**config.mk**
```make
export PLATFORM = sky130hd
export DESIGN_NAME = json_token_lexer_core
export DESIGN_NICKNAME = d
export VERILOG_FILES = /design/src/jtl_pkg.sv /design/src/jtl_front.sv /design/src/jtl_queue.sv /design/src/jtl_back.sv /design/src/json_token_lexer_core.sv
export SDC_FILE = /design/constraint.sdc
export NUM_CORES = 1
export LEC_CHECK = 0
export BUFFER_PORTS_ARGS = -buffer_cell sky130_fd_sc_hd__clkbuf_2
export CAP_MARGIN = 20
export CORE_MARGIN = 2
export CORE_UTILIZATION = 35
export CTS_BUF_LIST = sky130_fd_sc_hd__clkbuf_4
export CTS_CLUSTER_DIAMETER = 120
export CTS_CLUSTER_SIZE = 14
export DETAILED_ROUTE_END_ITERATION = 8
export PLACE_DENSITY_LB_ADDON = 0.2
export SETUP_SLACK_MARGIN = 0.1
export SYNTH_ARGS = -nofsm -noshare
export SYNTH_HDL_FRONTEND = slang
export SYNTH_SLANG_ARGS = --single-unit
export TNS_END_PERCENT = 30
```
**constraint.sdc**
```tcl
create_clock -name clk_i -period 6 [get_ports clk_i]
set_input_delay 0.9 -clock clk_i [delete_from_list [all_inputs] [get_ports clk_i]]
set_output_delay 0.9 -clock clk_i [all_outputs]
set_load 0.1 [all_outputs]
```
**src/jtl_pkg.sv**
```systemverilog
// Package for the JSON token lexer: token, mode and number-automaton types,
// character classes and the keyword and number transition functions.
// No dependencies.
package jtl_pkg;

  typedef enum logic [1:0] {
    MODE_IDLE   = 2'd0,
    MODE_STRING = 2'd1,
    MODE_TERM   = 2'd2
  } mode_e;

  typedef enum logic [3:0] {
    NS_START = 4'd0,
    NS_MINUS = 4'd1,
    NS_INT   = 4'd2,
    NS_DOT   = 4'd3,
    NS_FRAC  = 4'd4,
    NS_EXP   = 4'd5,
    NS_ESIGN = 4'd6,
    NS_EDIG  = 4'd7,
    NS_BAD   = 4'd8
  } num_e;

  typedef enum logic [3:0] {
    TOK_INVALID  = 4'd0,
    TOK_NULL     = 4'd1,
    TOK_FALSE    = 4'd2,
    TOK_TRUE     = 4'd3,
    TOK_LBRACE   = 4'd4,
    TOK_RBRACE   = 4'd5,
    TOK_LBRACKET = 4'd6,
    TOK_RBRACKET = 4'd7,
    TOK_COMMA    = 4'd8,
    TOK_COLON    = 4'd9,
    TOK_STRING   = 4'd10,
    TOK_NUMBER   = 4'd11
  } tok_e;

  typedef enum logic [2:0] {
    CLS_SPACE = 3'd0,
    CLS_PUNCT = 3'd1,
    CLS_QUOTE = 3'd2,
    CLS_TERM  = 3'd3,
    CLS_OTHER = 3'd4
  } cls_e;

  typedef struct packed {
    logic [2:0] idx;
    logic [2:0] mask;
  } kw_t;

  localparam kw_t KW_RESET = '{idx: 3'd0, mask: 3'b111};
  localparam int unsigned QUEUE_DEPTH = 2;
  localparam logic [2:0] KW_IDX_MAX = 3'd7;

  localparam logic [7:0] CH_QUOTE    = 8'h22;
  localparam logic [7:0] CH_PLUS     = 8'h2B;
  localparam logic [7:0] CH_COMMA    = 8'h2C;
  localparam logic [7:0] CH_MINUS    = 8'h2D;
  localparam logic [7:0] CH_DOT      = 8'h2E;
  localparam logic [7:0] CH_COLON    = 8'h3A;
  localparam logic [7:0] CH_LBRACKET = 8'h5B;
  localparam logic [7:0] CH_RBRACKET = 8'h5D;
  localparam logic [7:0] CH_LBRACE   = 8'h7B;
  localparam logic [7:0] CH_RBRACE   = 8'h7D;
  localparam logic [7:0] CH_LOW_E    = 8'h65;
  localparam logic [7:0] CH_UP_E     = 8'h45;

  function automatic logic is_digit(input logic [7:0] c);
    return c inside {[8'h30:8'h39]};
  endfunction

  function automatic logic is_term(input logic [7:0] c);
    return is_digit(c) || (c inside {[8'h41:8'h5A], [8'h61:8'h7A]}) ||
           c == CH_MINUS || c == CH_PLUS || c == CH_DOT;
  endfunction

  function automatic tok_e punct_type(input logic [7:0] c);
    tok_e t;
    case (c)
      CH_LBRACE:   t = TOK_LBRACE;
      CH_RBRACE:   t = TOK_RBRACE;
      CH_LBRACKET: t = TOK_LBRACKET;
      CH_RBRACKET: t = TOK_RBRACKET;
      CH_COMMA:    t = TOK_COMMA;
      CH_COLON:    t = TOK_COLON;
      default:     t = TOK_INVALID;
    endcase
    return t;
  endfunction

  function automatic cls_e classify(input logic [7:0] c);
    cls_e k;
    if (c inside {8'h20, [8'h09:8'h0D]}) begin
      k = CLS_SPACE;
    end else if (punct_type(c) != TOK_INVALID) begin
      k = CLS_PUNCT;
    end else if (c == CH_QUOTE) begin
      k = CLS_QUOTE;
    end else if (is_term(c)) begin
      k = CLS_TERM;
    end else begin
      k = CLS_OTHER;
    end
    return k;
  endfunction

  function automatic num_e number_next(input num_e s, input logic [7:0] c);
    logic d;
    logic e;
    num_e n;
    d = is_digit(c);
    e = (c == CH_LOW_E) || (c == CH_UP_E);
    case (s)
      NS_START: n = (c == CH_MINUS) ? NS_MINUS : (d ? NS_INT : NS_BAD);
      NS_MINUS: n = d ? NS_INT : NS_BAD;
      NS_INT:   n = d ? NS_INT : ((c == CH_DOT) ? NS_DOT : (e ? NS_EXP : NS_BAD));
      NS_DOT:   n = d ? NS_FRAC : NS_BAD;
      NS_FRAC:  n = d ? NS_FRAC : (e ? NS_EXP : NS_BAD);
      NS_EXP:   n = (c == CH_PLUS || c == CH_MINUS) ? NS_ESIGN : (d ? NS_EDIG : NS_BAD);
      NS_ESIGN: n = d ? NS_EDIG : NS_BAD;
      NS_EDIG:  n = d ? NS_EDIG : NS_BAD;
      default:  n = NS_BAD;
    endcase
    return n;
  endfunction

  function automatic logic [2:0] kw_len(input logic [1:0] k);
    logic [2:0] n;
    case (k)
      2'd0:    n = 3'd4;
      2'd1:    n = 3'd5;
      2'd2:    n = 3'd4;
      default: n = 3'd0;
    endcase
    return n;
  endfunction

  function automatic logic [7:0] kw_letter(input logic [1:0] k, input logic [2:0] idx);
    logic [7:0] ch;
    ch = 8'h00;
    case (k)
      2'd0: begin
        case (idx)
          3'd0:    ch = 8'h6E;
          3'd1:    ch = 8'h75;
          3'd2:    ch = 8'h6C;
          3'd3:    ch = 8'h6C;
          default: ch = 8'h00;
        endcase
      end
      2'd1: begin
        case (idx)
          3'd0:    ch = 8'h66;
          3'd1:    ch = 8'h61;
          3'd2:    ch = 8'h6C;
          3'd3:    ch = 8'h73;
          3'd4:    ch = 8'h65;
          default: ch = 8'h00;
        endcase
      end
      2'd2: begin
        case (idx)
          3'd0:    ch = 8'h74;
          3'd1:    ch = 8'h72;
          3'd2:    ch = 8'h75;
          3'd3:    ch = 8'h65;
          default: ch = 8'h00;
        endcase
      end
      default: ch = 8'h00;
    endcase
    return ch;
  endfunction

  function automatic kw_t keyword_next(input kw_t m, input logic [7:0] c);
    logic [7:0] lc;
    kw_t r;
    lc = (c inside {[8'h41:8'h5A]}) ? c + 8'd32 : c;
    r = m;
    for (int k = 0; k < 3; k++) begin
      if (m.idx >= kw_len(2'(k)) || kw_letter(2'(k), m.idx) != lc) begin
        r.mask[k] = 1'b0;
      end
    end
    if (m.idx != KW_IDX_MAX) begin
      r.idx = m.idx + 3'd1;
    end
    return r;
  endfunction

  function automatic tok_e term_type(input num_e s, input kw_t m);
    tok_e t;
    if (m.mask[0] && m.idx == kw_len(2'd0)) begin
      t = TOK_NULL;
    end else if (m.mask[1] && m.idx == kw_len(2'd1)) begin
      t = TOK_FALSE;
    end else if (m.mask[2] && m.idx == kw_len(2'd2)) begin
      t = TOK_TRUE;
    end else if (s == NS_INT || s == NS_FRAC || s == NS_EDIG) begin
      t = TOK_NUMBER;
    end else begin
      t = TOK_INVALID;
    end
    return t;
  endfunction

endpackage

```
**src/jtl_front.sv**
```systemverilog
// Lexer front end: classifies each transferred character, keeps the lexer
// state and forms up to two tokens per item for the queue.
// Depends on jtl_pkg.
module jtl_front #(
  parameter int unsigned POSITION_BITS = 32,
  parameter int unsigned LENGTH_BITS   = 16
) (
  input  logic                     clk_i,
  input  logic                     rst_ni,
  input  logic                     accept_i,
  input  logic                     command_i,
  input  logic [7:0]               character_i,
  output logic                     push_o,
  output logic                     two_o,
  output logic [3:0]               type0_o,
  output logic [POSITION_BITS-1:0] start0_o,
  output logic [LENGTH_BITS-1:0]   len0_o,
  output logic [3:0]               type1_o,
  output logic [POSITION_BITS-1:0] start1_o
);

  jtl_pkg::mode_e mode_q, mode_d;
  jtl_pkg::num_e  num_q, num_d;
  jtl_pkg::kw_t   kw_q, kw_d;
  logic [POSITION_BITS-1:0] pos_q, pos_d;
  logic [POSITION_BITS-1:0] cstart_q, cstart_d;
  logic [LENGTH_BITS-1:0]   clen_q, clen_d;

  jtl_pkg::cls_e cls;
  jtl_pkg::tok_e idle_tok;
  jtl_pkg::tok_e term_tok;
  logic idle_emit;
  logic [LENGTH_BITS-1:0] clen_inc;

  assign cls       = jtl_pkg::classify(character_i);
  assign idle_tok  = (cls == jtl_pkg::CLS_PUNCT) ? jtl_pkg::punct_type(character_i)
                                                 : jtl_pkg::TOK_INVALID;
  assign idle_emit = (cls == jtl_pkg::CLS_PUNCT) || (cls == jtl_pkg::CLS_OTHER);
  assign term_tok  = jtl_pkg::term_type(num_q, kw_q);
  assign clen_inc  = (clen_q == '1) ? clen_q : clen_q + LENGTH_BITS'(1);

  always_comb begin : next_state
    mode_d   = mode_q;
    num_d    = num_q;
    kw_d     = kw_q;
    pos_d    = pos_q;
    cstart_d = cstart_q;
    clen_d   = clen_q;
    if (accept_i) begin
      if (command_i) begin
        mode_d   = jtl_pkg::MODE_IDLE;
        num_d    = jtl_pkg::NS_START;
        kw_d     = jtl_pkg::KW_RESET;
        pos_d    = '0;
        cstart_d = '0;
        clen_d   = '0;
      end else begin
        pos_d = pos_q + POSITION_BITS'(1);
        if (mode_q == jtl_pkg::MODE_STRING) begin
          if (cls == jtl_pkg::CLS_QUOTE) begin
            mode_d = jtl_pkg::MODE_IDLE;
          end else begin
            clen_d = clen_inc;
          end
        end else if (mode_q == jtl_pkg::MODE_TERM && cls == jtl_pkg::CLS_TERM) begin
          num_d  = jtl_pkg::number_next(num_q, character_i);
          kw_d   = jtl_pkg::keyword_next(kw_q, character_i);
          clen_d = clen_inc;
        end else begin
          case (cls)
            jtl_pkg::CLS_QUOTE: begin
              mode_d   = jtl_pkg::MODE_STRING;
              cstart_d = pos_q + POSITION_BITS'(1);
              clen_d   = '0;
            end
            jtl_pkg::CLS_TERM: begin
              mode_d   = jtl_pkg::MODE_TERM;
              cstart_d = pos_q;
              clen_d   = LENGTH_BITS'(1);
              num_d    = jtl_pkg::number_next(jtl_pkg::NS_START, character_i);
              kw_d     = jtl_pkg::keyword_next(jtl_pkg::KW_RESET, character_i);
            end
            default: mode_d = jtl_pkg::MODE_IDLE;
          endcase
        end
      end
    end
  end

  always_comb begin : outputs
    push_o   = 1'b0;
    two_o    = 1'b0;
    type0_o  = idle_tok;
    start0_o = pos_q;
    len0_o   = LENGTH_BITS'(1);
    type1_o  = idle_tok;
    start1_o = pos_q;
    if (accept_i) begin
      if (command_i) begin
        push_o = 1'b1;
        case (mode_q)
          jtl_pkg::MODE_STRING: begin
            type0_o  = jtl_pkg::TOK_INVALID;
            start0_o = cstart_q;
            len0_o   = clen_q;
          end
          jtl_pkg::MODE_TERM: begin
            type0_o  = term_tok;
            start0_o = cstart_q;
            len0_o   = clen_q;
          end
          default: begin
            type0_o = jtl_pkg::TOK_INVALID;
            len0_o  = '0;
          end
        endcase
      end else begin
        case (mode_q)
          jtl_pkg::MODE_STRING: begin
            push_o   = (cls == jtl_pkg::CLS_QUOTE);
            type0_o  = jtl_pkg::TOK_STRING;
            start0_o = cstart_q;
            len0_o   = clen_q;
          end
          jtl_pkg::MODE_TERM: begin
            push_o   = (cls != jtl_pkg::CLS_TERM);
            two_o    = idle_emit;
            type0_o  = term_tok;
            start0_o = cstart_q;
            len0_o   = clen_q;
          end
          default: push_o = idle_emit;
        endcase
      end
    end
  end

  always_ff @(posedge clk_i or negedge rst_ni) begin
    if (!rst_ni) begin
      mode_q   <= jtl_pkg::MODE_IDLE;
      num_q    <= jtl_pkg::NS_START;
      kw_q     <= jtl_pkg::KW_RESET;
      pos_q    <= '0;
      cstart_q <= '0;
      clen_q   <= '0;
    end else begin
      mode_q   <= mode_d;
      num_q    <= num_d;
      kw_q     <= kw_d;
      pos_q    <= pos_d;
      cstart_q <= cstart_d;
      clen_q   <= clen_d;
    end
  end

endmodule

```
**src/jtl_queue.sv**
```systemverilog
// Short register queue between the lexer front end and the output stage.
// Holds one packed token pair per entry. Depends on jtl_pkg.
module jtl_queue #(
  parameter int unsigned WIDTH = 8
) (
  input  logic             clk_i,
  input  logic             rst_ni,
  input  logic             push_i,
  input  logic [WIDTH-1:0] data_i,
  output logic             ready_o,
  input  logic             pop_i,
  output logic             valid_o,
  output logic [WIDTH-1:0] data_o
);

  localparam int unsigned PW = (jtl_pkg::QUEUE_DEPTH > 1) ? $clog2(jtl_pkg::QUEUE_DEPTH) : 1;
  localparam int unsigned CW = $clog2(jtl_pkg::QUEUE_DEPTH + 1);
  localparam logic [PW-1:0] LAST_SLOT = PW'(jtl_pkg::QUEUE_DEPTH - 1);
  localparam logic [CW-1:0] FULL_CNT  = CW'(jtl_pkg::QUEUE_DEPTH);

  logic [WIDTH-1:0] mem_q [jtl_pkg::QUEUE_DEPTH];
  logic [PW-1:0] wr_q, wr_d;
  logic [PW-1:0] rd_q, rd_d;
  logic [CW-1:0] count_q, count_d;

  assign ready_o = (count_q != FULL_CNT);
  assign valid_o = (count_q != '0);
  assign data_o  = mem_q[rd_q];

  always_comb begin
    wr_d    = wr_q;
    rd_d    = rd_q;
    count_d = count_q;
    if (push_i) begin
      wr_d = (wr_q == LAST_SLOT) ? '0 : wr_q + PW'(1);
    end
    if (pop_i) begin
      rd_d = (rd_q == LAST_SLOT) ? '0 : rd_q + PW'(1);
    end
    case ({push_i, pop_i})
      2'b10:   count_d = count_q + CW'(1);
      2'b01:   count_d = count_q - CW'(1);
      default: count_d = count_q;
    endcase
  end

  always_ff @(posedge clk_i) begin
    if (push_i) begin
      mem_q[wr_q] <= data_i;
    end
  end

  always_ff @(posedge clk_i or negedge rst_ni) begin
    if (!rst_ni) begin
      wr_q    <= '0;
      rd_q    <= '0;
      count_q <= '0;
    end else begin
      wr_q    <= wr_d;
      rd_q    <= rd_d;
      count_q <= count_d;
    end
  end

`ifndef SYNTH
  a_push_room: assert property (@(posedge clk_i) disable iff (!rst_ni) push_i |-> ready_o)
    else $error("queue push while full");
  a_pop_data: assert property (@(posedge clk_i) disable iff (!rst_ni) pop_i |-> valid_o)
    else $error("queue pop while empty");
  a_count_range: assert property (@(posedge clk_i) disable iff (!rst_ni) count_q <= FULL_CNT)
    else $error("queue count out of range");
`endif

endmodule

```
**src/jtl_back.sv**
```systemverilog
// Output stage: takes token pairs from the queue and drives them one per
// transfer from an output register. Depends on jtl_pkg.
module jtl_back #(
  parameter int unsigned POSITION_BITS = 32,
  parameter int unsigned LENGTH_BITS   = 16
) (
  input  logic                     clk_i,
  input  logic                     rst_ni,
  input  logic                     head_valid_i,
  input  logic                     two_i,
  input  logic [3:0]               type0_i,
  input  logic [POSITION_BITS-1:0] start0_i,
  input  logic [LENGTH_BITS-1:0]   len0_i,
  input  logic [3:0]               type1_i,
  input  logic [POSITION_BITS-1:0] start1_i,
  output logic                     pop_o,
  output logic                     out_valid_o,
  input  logic                     out_stall_i,
  output logic [3:0]               token_type_o,
  output logic [POSITION_BITS-1:0] token_start_o,
  output logic [LENGTH_BITS-1:0]   token_length_o,
  output logic                     last_result_o
);

  logic valid_q, valid_d;
  logic second_q, second_d;
  logic load;
  logic [3:0]               type_q, type_d;
  logic [POSITION_BITS-1:0] start_q, start_d;
  logic [LENGTH_BITS-1:0]   len_q, len_d;
  logic                     last_q, last_d;

  assign load = !valid_q || !out_stall_i;

  always_comb begin
    valid_d  = valid_q;
    second_d = second_q;
    type_d   = type_q;
    start_d  = start_q;
    len_d    = len_q;
    last_d   = last_q;
    pop_o    = 1'b0;
    if (load) begin
      valid_d = head_valid_i;
      if (head_valid_i) begin
        if (second_q) begin
          type_d   = type1_i;
          start_d  = start1_i;
          len_d    = LENGTH_BITS'(1);
          last_d   = 1'b1;
          second_d = 1'b0;
          pop_o    = 1'b1;
        end else begin
          type_d   = type0_i;
          start_d  = start0_i;
          len_d    = len0_i;
          last_d   = !two_i;
          second_d = two_i;
          pop_o    = !two_i;
        end
      end
    end
  end

  always_ff @(posedge clk_i or negedge rst_ni) begin
    if (!rst_ni) begin
      valid_q  <= 1'b0;
      second_q <= 1'b0;
    end else begin
      valid_q  <= valid_d;
      second_q <= second_d;
    end
  end

  always_ff @(posedge clk_i) begin
    type_q  <= type_d;
    start_q <= start_d;
    len_q   <= len_d;
    last_q  <= last_d;
  end

  assign out_valid_o    = valid_q;
  assign token_type_o   = type_q;
  assign token_start_o  = start_q;
  assign token_length_o = len_q;
  assign last_result_o  = last_q;

endmodule

```
**src/json_token_lexer_core.sv**
```systemverilog
// JSON token lexer, top level: front end, token queue and output stage.
// Depends on jtl_pkg, jtl_front, jtl_queue and jtl_back.
//
// Input channel: one transfer carries a character (command_i = 0) or an
// end-of-input mark (command_i = 1) with character_i ignored. Output channel:
// one transfer carries one token: type, start offset, length and last_result_o,
// which marks the final token caused by that input transfer.
// An input transfer yields zero, one or two tokens; end of input always yields
// exactly one and returns the lexer, including the byte offset, to its reset
// state.
// Throughput: one input transfer per cycle while in_stall_o is low; an item
// that yields two tokens sends both in turn via the output register, which
// drives one token per cycle while out_stall_i is low. A token passes a queue
// write and then an output register load before out_valid_o shows it.
// Reset clears the lexer state, empties the queue and invalidates the output
// register. When the receiver stalls, the output register holds, the two-entry
// queue fills and in_stall_o rises once the queue is full.
module json_token_lexer_core #(
  parameter int unsigned POSITION_BITS = 32,
  parameter int unsigned LENGTH_BITS   = 16
) (
  input  logic                     clk_i,
  input  logic                     rst_ni,
  input  logic                     in_valid_i,
  output logic                     in_stall_o,
  input  logic                     command_i,
  input  logic [7:0]               character_i,
  output logic                     out_valid_o,
  input  logic                     out_stall_i,
  output logic [3:0]               token_type_o,
  output logic [POSITION_BITS-1:0] token_start_o,
  output logic [LENGTH_BITS-1:0]   token_length_o,
  output logic                     last_result_o
);

  localparam int unsigned ENTRY_W = 1 + 4 + POSITION_BITS + LENGTH_BITS + 4 + POSITION_BITS;

  logic accept;
  logic push;
  logic ready;
  logic pop;
  logic head_valid;
  logic [ENTRY_W-1:0] push_data;
  logic [ENTRY_W-1:0] head_data;

  logic                     f_two, h_two;
  logic [3:0]               f_type0, h_type0;
  logic [POSITION_BITS-1:0] f_start0, h_start0;
  logic [LENGTH_BITS-1:0]   f_len0, h_len0;
  logic [3:0]               f_type1, h_type1;
  logic [POSITION_BITS-1:0] f_start1, h_start1;

  assign in_stall_o = !ready;
  assign accept     = in_valid_i && ready;

  jtl_front #(
    .POSITION_BITS(POSITION_BITS),
    .LENGTH_BITS  (LENGTH_BITS)
  ) u_front (
    .clk_i      (clk_i),
    .rst_ni     (rst_ni),
    .accept_i   (accept),
    .command_i  (command_i),
    .character_i(character_i),
    .push_o     (push),
    .two_o      (f_two),
    .type0_o    (f_type0),
    .start0_o   (f_start0),
    .len0_o     (f_len0),
    .type1_o    (f_type1),
    .start1_o   (f_start1)
  );

  assign push_data = {f_two, f_type0, f_start0, f_len0, f_type1, f_start1};

  jtl_queue #(
    .WIDTH(ENTRY_W)
  ) u_queue (
    .clk_i  (clk_i),
    .rst_ni (rst_ni),
    .push_i (push),
    .data_i (push_data),
    .ready_o(ready),
    .pop_i  (pop),
    .valid_o(head_valid),
    .data_o (head_data)
  );

  assign {h_two, h_type0, h_start0, h_len0, h_type1, h_start1} = head_data;

  jtl_back #(
    .POSITION_BITS(POSITION_BITS),
    .LENGTH_BITS  (LENGTH_BITS)
  ) u_back (
    .clk_i         (clk_i),
    .rst_ni        (rst_ni),
    .head_valid_i  (head_valid),
    .two_i         (h_two),
    .type0_i       (h_type0),
    .start0_i      (h_start0),
    .len0_i        (h_len0),
    .type1_i       (h_type1),
    .start1_i      (h_start1),
    .pop_o         (pop),
    .out_valid_o   (out_valid_o),
    .out_stall_i   (out_stall_i),
    .token_type_o  (token_type_o),
    .token_start_o (token_start_o),
    .token_length_o(token_length_o),
    .last_result_o (last_result_o)
  );

endmodule
```
==> impl_metrics.ini <==
[outcome]
run_status = complete, no violations

[timing]
report.final.hold_viol_count = 0
maxClockFrequency_mhz = 264
setup_violations = 0
tightestPinTransition_ns = 0.999
fin_crit_ns = 3.79
final_min_period_over_clock_period_pct = 63.1
post-route-worst-setup-slack_ns = 2.21
grt_setup_unrepaired = false
slew-limit-headroom_pct = 32.7
maxSlewViolCount = 0
holdWs_ns = 0.115
final.setup_skew_ns = 0.0654

[final_layout]
multi_input_area_mm2 = 0.00547
final.fill_count = 4118
num-nets-final = 1257
layout.area.seq_mm2 = 0.00940
layout_commonest_cell = sky130_fd_sc_hd__edfxtp_1
finalNonFillerCells = 1837
layout_common_cells = sky130_fd_sc_hd__edfxtp_1 (231), sky130_fd_sc_hd__nand2_1 (115), sky130_fd_sc_hd__dfrtp_1 (93)
synthToLayoutAreaGrowth_pct = 8.17
final_layout_size_suffix_gt1_share_pct = 19.3

[clock_network]
cts_tree = built
holdBufCountCts = 0
root_buffer_selected_by_cts = sky130_fd_sc_hd__clkbuf_4
clk_latency_ns = 0.79
tritoncts.num_buffers = 27
reg_clk_slew_reported_paths_ns = 0.15
clockBufferDepth = 3
htree_levels = 1
cts.sinks = 329
cts_post_setup_buffers_inserted = 0
cts.repair.resized = 0

[power_and_ir_drop]
pwr-share-clk_pct = 13.6
power.density_cell_area_mw_per_mm2 = 474
seqPwrFrac_pct = 45.4
worst_ir_drop_vdd_v = 0.000271
design_power_total_uw = 7840
internal-power_uw = 4370
share_of_total_power_in_combinational_logic_pct = 41.0
netSwitchingFraction_pct = 44.2
p_leak_uw = 0.00592
netsw_uw = 3470

[placed_design]
gp_routability_congestion = 0.857
pre_cts_slack_ns = 1.42
portBuffers = 67
detailed_place_hpwl_mm = 21.1
dpl.cell_count = 1786

[logic_synthesis]
mapped_cell_area_mm2 = 0.0153
async_reset_ff_share_pct = 29.8
synth_enable_flop_cells = 231
synthesis.nets = 1231
synth_cell_types = 79
synth_top_flop_cell = sky130_fd_sc_hd__edfxtp_1
yosysSeqAreaShare_pct = 61.4
post_synth.cell_area_avg_um2 = 12.7
synthCells = 1204
synthesis.yosys.warnings = 0
ys_ff_latch = 329

[job]
count_of_maximum_capacitance_violations = 0

[critical_path]
critPathMaxFanout = 73
crit_arrival_ns = 4.18
kind_of_start_point_of_the_critical_path = primary input
timing.critical_path.cells = clkbuf_2, inv_1, ha_1, nor3b_1, o221a_2, or4_1, nor3_1, o311ai_2, nor2_4, buf_12
slowest_delay_ns = 0.59
crit_buf_inv = 3
timing.critical_path.max_delay_family = simple AND/OR/NAND/NOR gates
cp-end-kind = flip-flop
worst-setup-path-type = primary input to flip-flop
timing.critical_path.slowest_stage_cell = sky130_fd_sc_hd__or4_1
crit_required_ns = 6.40

[routing]
totalWireLength_mm = 33.4
dr.first_iter.drc_count = 558
drt-vias-per-instance = 5.23
drt-pass1-iter-count = 5
remaining_drc_errors = 0
via_count = 9601
antenna_left = 0
route.detailed.wl_per_inst_um = 18.2

[global_routing]
grt_total_usage_pct = 15.0
first_global_vias = 9498
initial_antenna_violation_count = 1
pin_count_of_the_biggest_net_entering_global_routing = 74
overflow = 0
grt_first_pass_wirelength_mm = 53.5

[min_path]
worst_hold_path_type = primary input to asynchronous set/reset pin

[floorplan]
die_h_um = 213
design.die.area_mm2 = 0.0454
initial_core_util_pct = 35.5
floorplan.die.width_um = 213
std_cell_rows = 76
ioPinCount = 68
placeableCoreArea_mm2 = 0.0431
## area by class of cell
type / instances / area share (%)
multi-input combinational: 765 / 33.1
timing repair buffer: 81 / 2.83
clock buffer: 48 / 2.18
clock inverter: 2 / 0.0983
antenna: 1 / 0.0151
inverter: 26 / 0.590
tap: 585 / 4.42
sequential: 329 / 56.8
## worst reg2reg max path, delay by kind of cell, from the launching register on
family          cells  cell delay (ns)
compound gates      2             0.26
flops               1             0.58
simple gates        5             2.17
## registers in the layout, summed over array words and instances, names as in the netlist, 4 cells and up
register,cells
u_front.num_q,4
u_back.token_start_o,32
u_back.token_type_o,4
u_front.cstart_q,32
u_front.clen_q,16
u_front.start1_o,32
u_back.token_length_o,16
u_queue.mem_q,178
u_front.kw_q,6
## synth_stat cells (27+ instances only)
cell type                  instances  area share (%)
sky130_fd_sc_hd__a21oi_1          53             1.7
sky130_fd_sc_hd__clkbuf_1         53             1.3
sky130_fd_sc_hd__dfrtp_1          95              16
sky130_fd_sc_hd__edfxtp_1        231              45
sky130_fd_sc_hd__mux2_2           33             2.4
sky130_fd_sc_hd__mux2i_1          27             1.8
sky130_fd_sc_hd__mux4_2           36             5.3
sky130_fd_sc_hd__nand2_1         116             2.8
sky130_fd_sc_hd__nor2_1           93             2.3
sky130_fd_sc_hd__nor3_1           34             1.1
sky130_fd_sc_hd__o21ai_0          71             2.3
sky130_fd_sc_hd__xnor2_1          38             2.2
## kinds of logic after synthesis
logic type,share of synthesized area (%)
AOI/OAI and AO/OA,9.48
xor gates and xnor gates,2.69
adders and majority gates,1.15
buffers and inverters,3.20
DFF,61.4
muxes,9.50
and+or+nand+nor,12.6
## path summary, 6_finish.rpt
kind                            depth (start not counted)  slack (ns)                 from                   end
worst min-delay path                                    1        0.11               rst_ni   u_front.start1_o[8]
min in group clk_i                                      3        0.40          out_stall_i    u_back.out_valid_o
worst max-delay path                                   10        2.21       character_i[6]  u_queue.mem_q[0][33]
worst max register to register                          7        2.98  u_front.start1_o[7]  u_front.start1_o[21]
worst min register to register                          2        0.48      u_front.kw_q[1]       u_front.kw_q[1]
max in group asynchronous                               2        4.67               rst_ni   u_front.start1_o[3]
## through the flow
step	setup TNS, ns	area, um2	util [%]
6_report	0	16500	38.4
5_1_grt	0	16500	38.4
4_1_cts	0	16500	38.4
3_5_place_dp	0	16200	37.5
3_3_place_gp	0	16200	37.5
2_1_floorplan	-228.94	15300	-
## routing by layer
metal  share of wire, %  up-vias  GRT usage (%)
li1                   -     4582              -
met3                3.5       43           1.96
met1                 47     4788           21.1
met4                1.7        0           3.62
met5                  0        -              0
met2                 48      188           24.7
## power groups by stage
stage,clock network [uW],logic (uW),registers (uW)
2_1_floorplan,0,1310,4900
3_3_place_gp,0,3260,3610
3_5_place_dp,0,3270,3620
4_1_cts,1120,3270,3570
5_1_grt,1220,3430,3630
6_report,1070,3210,3560
No activity file was read; power rests on OpenSTA's default activity.
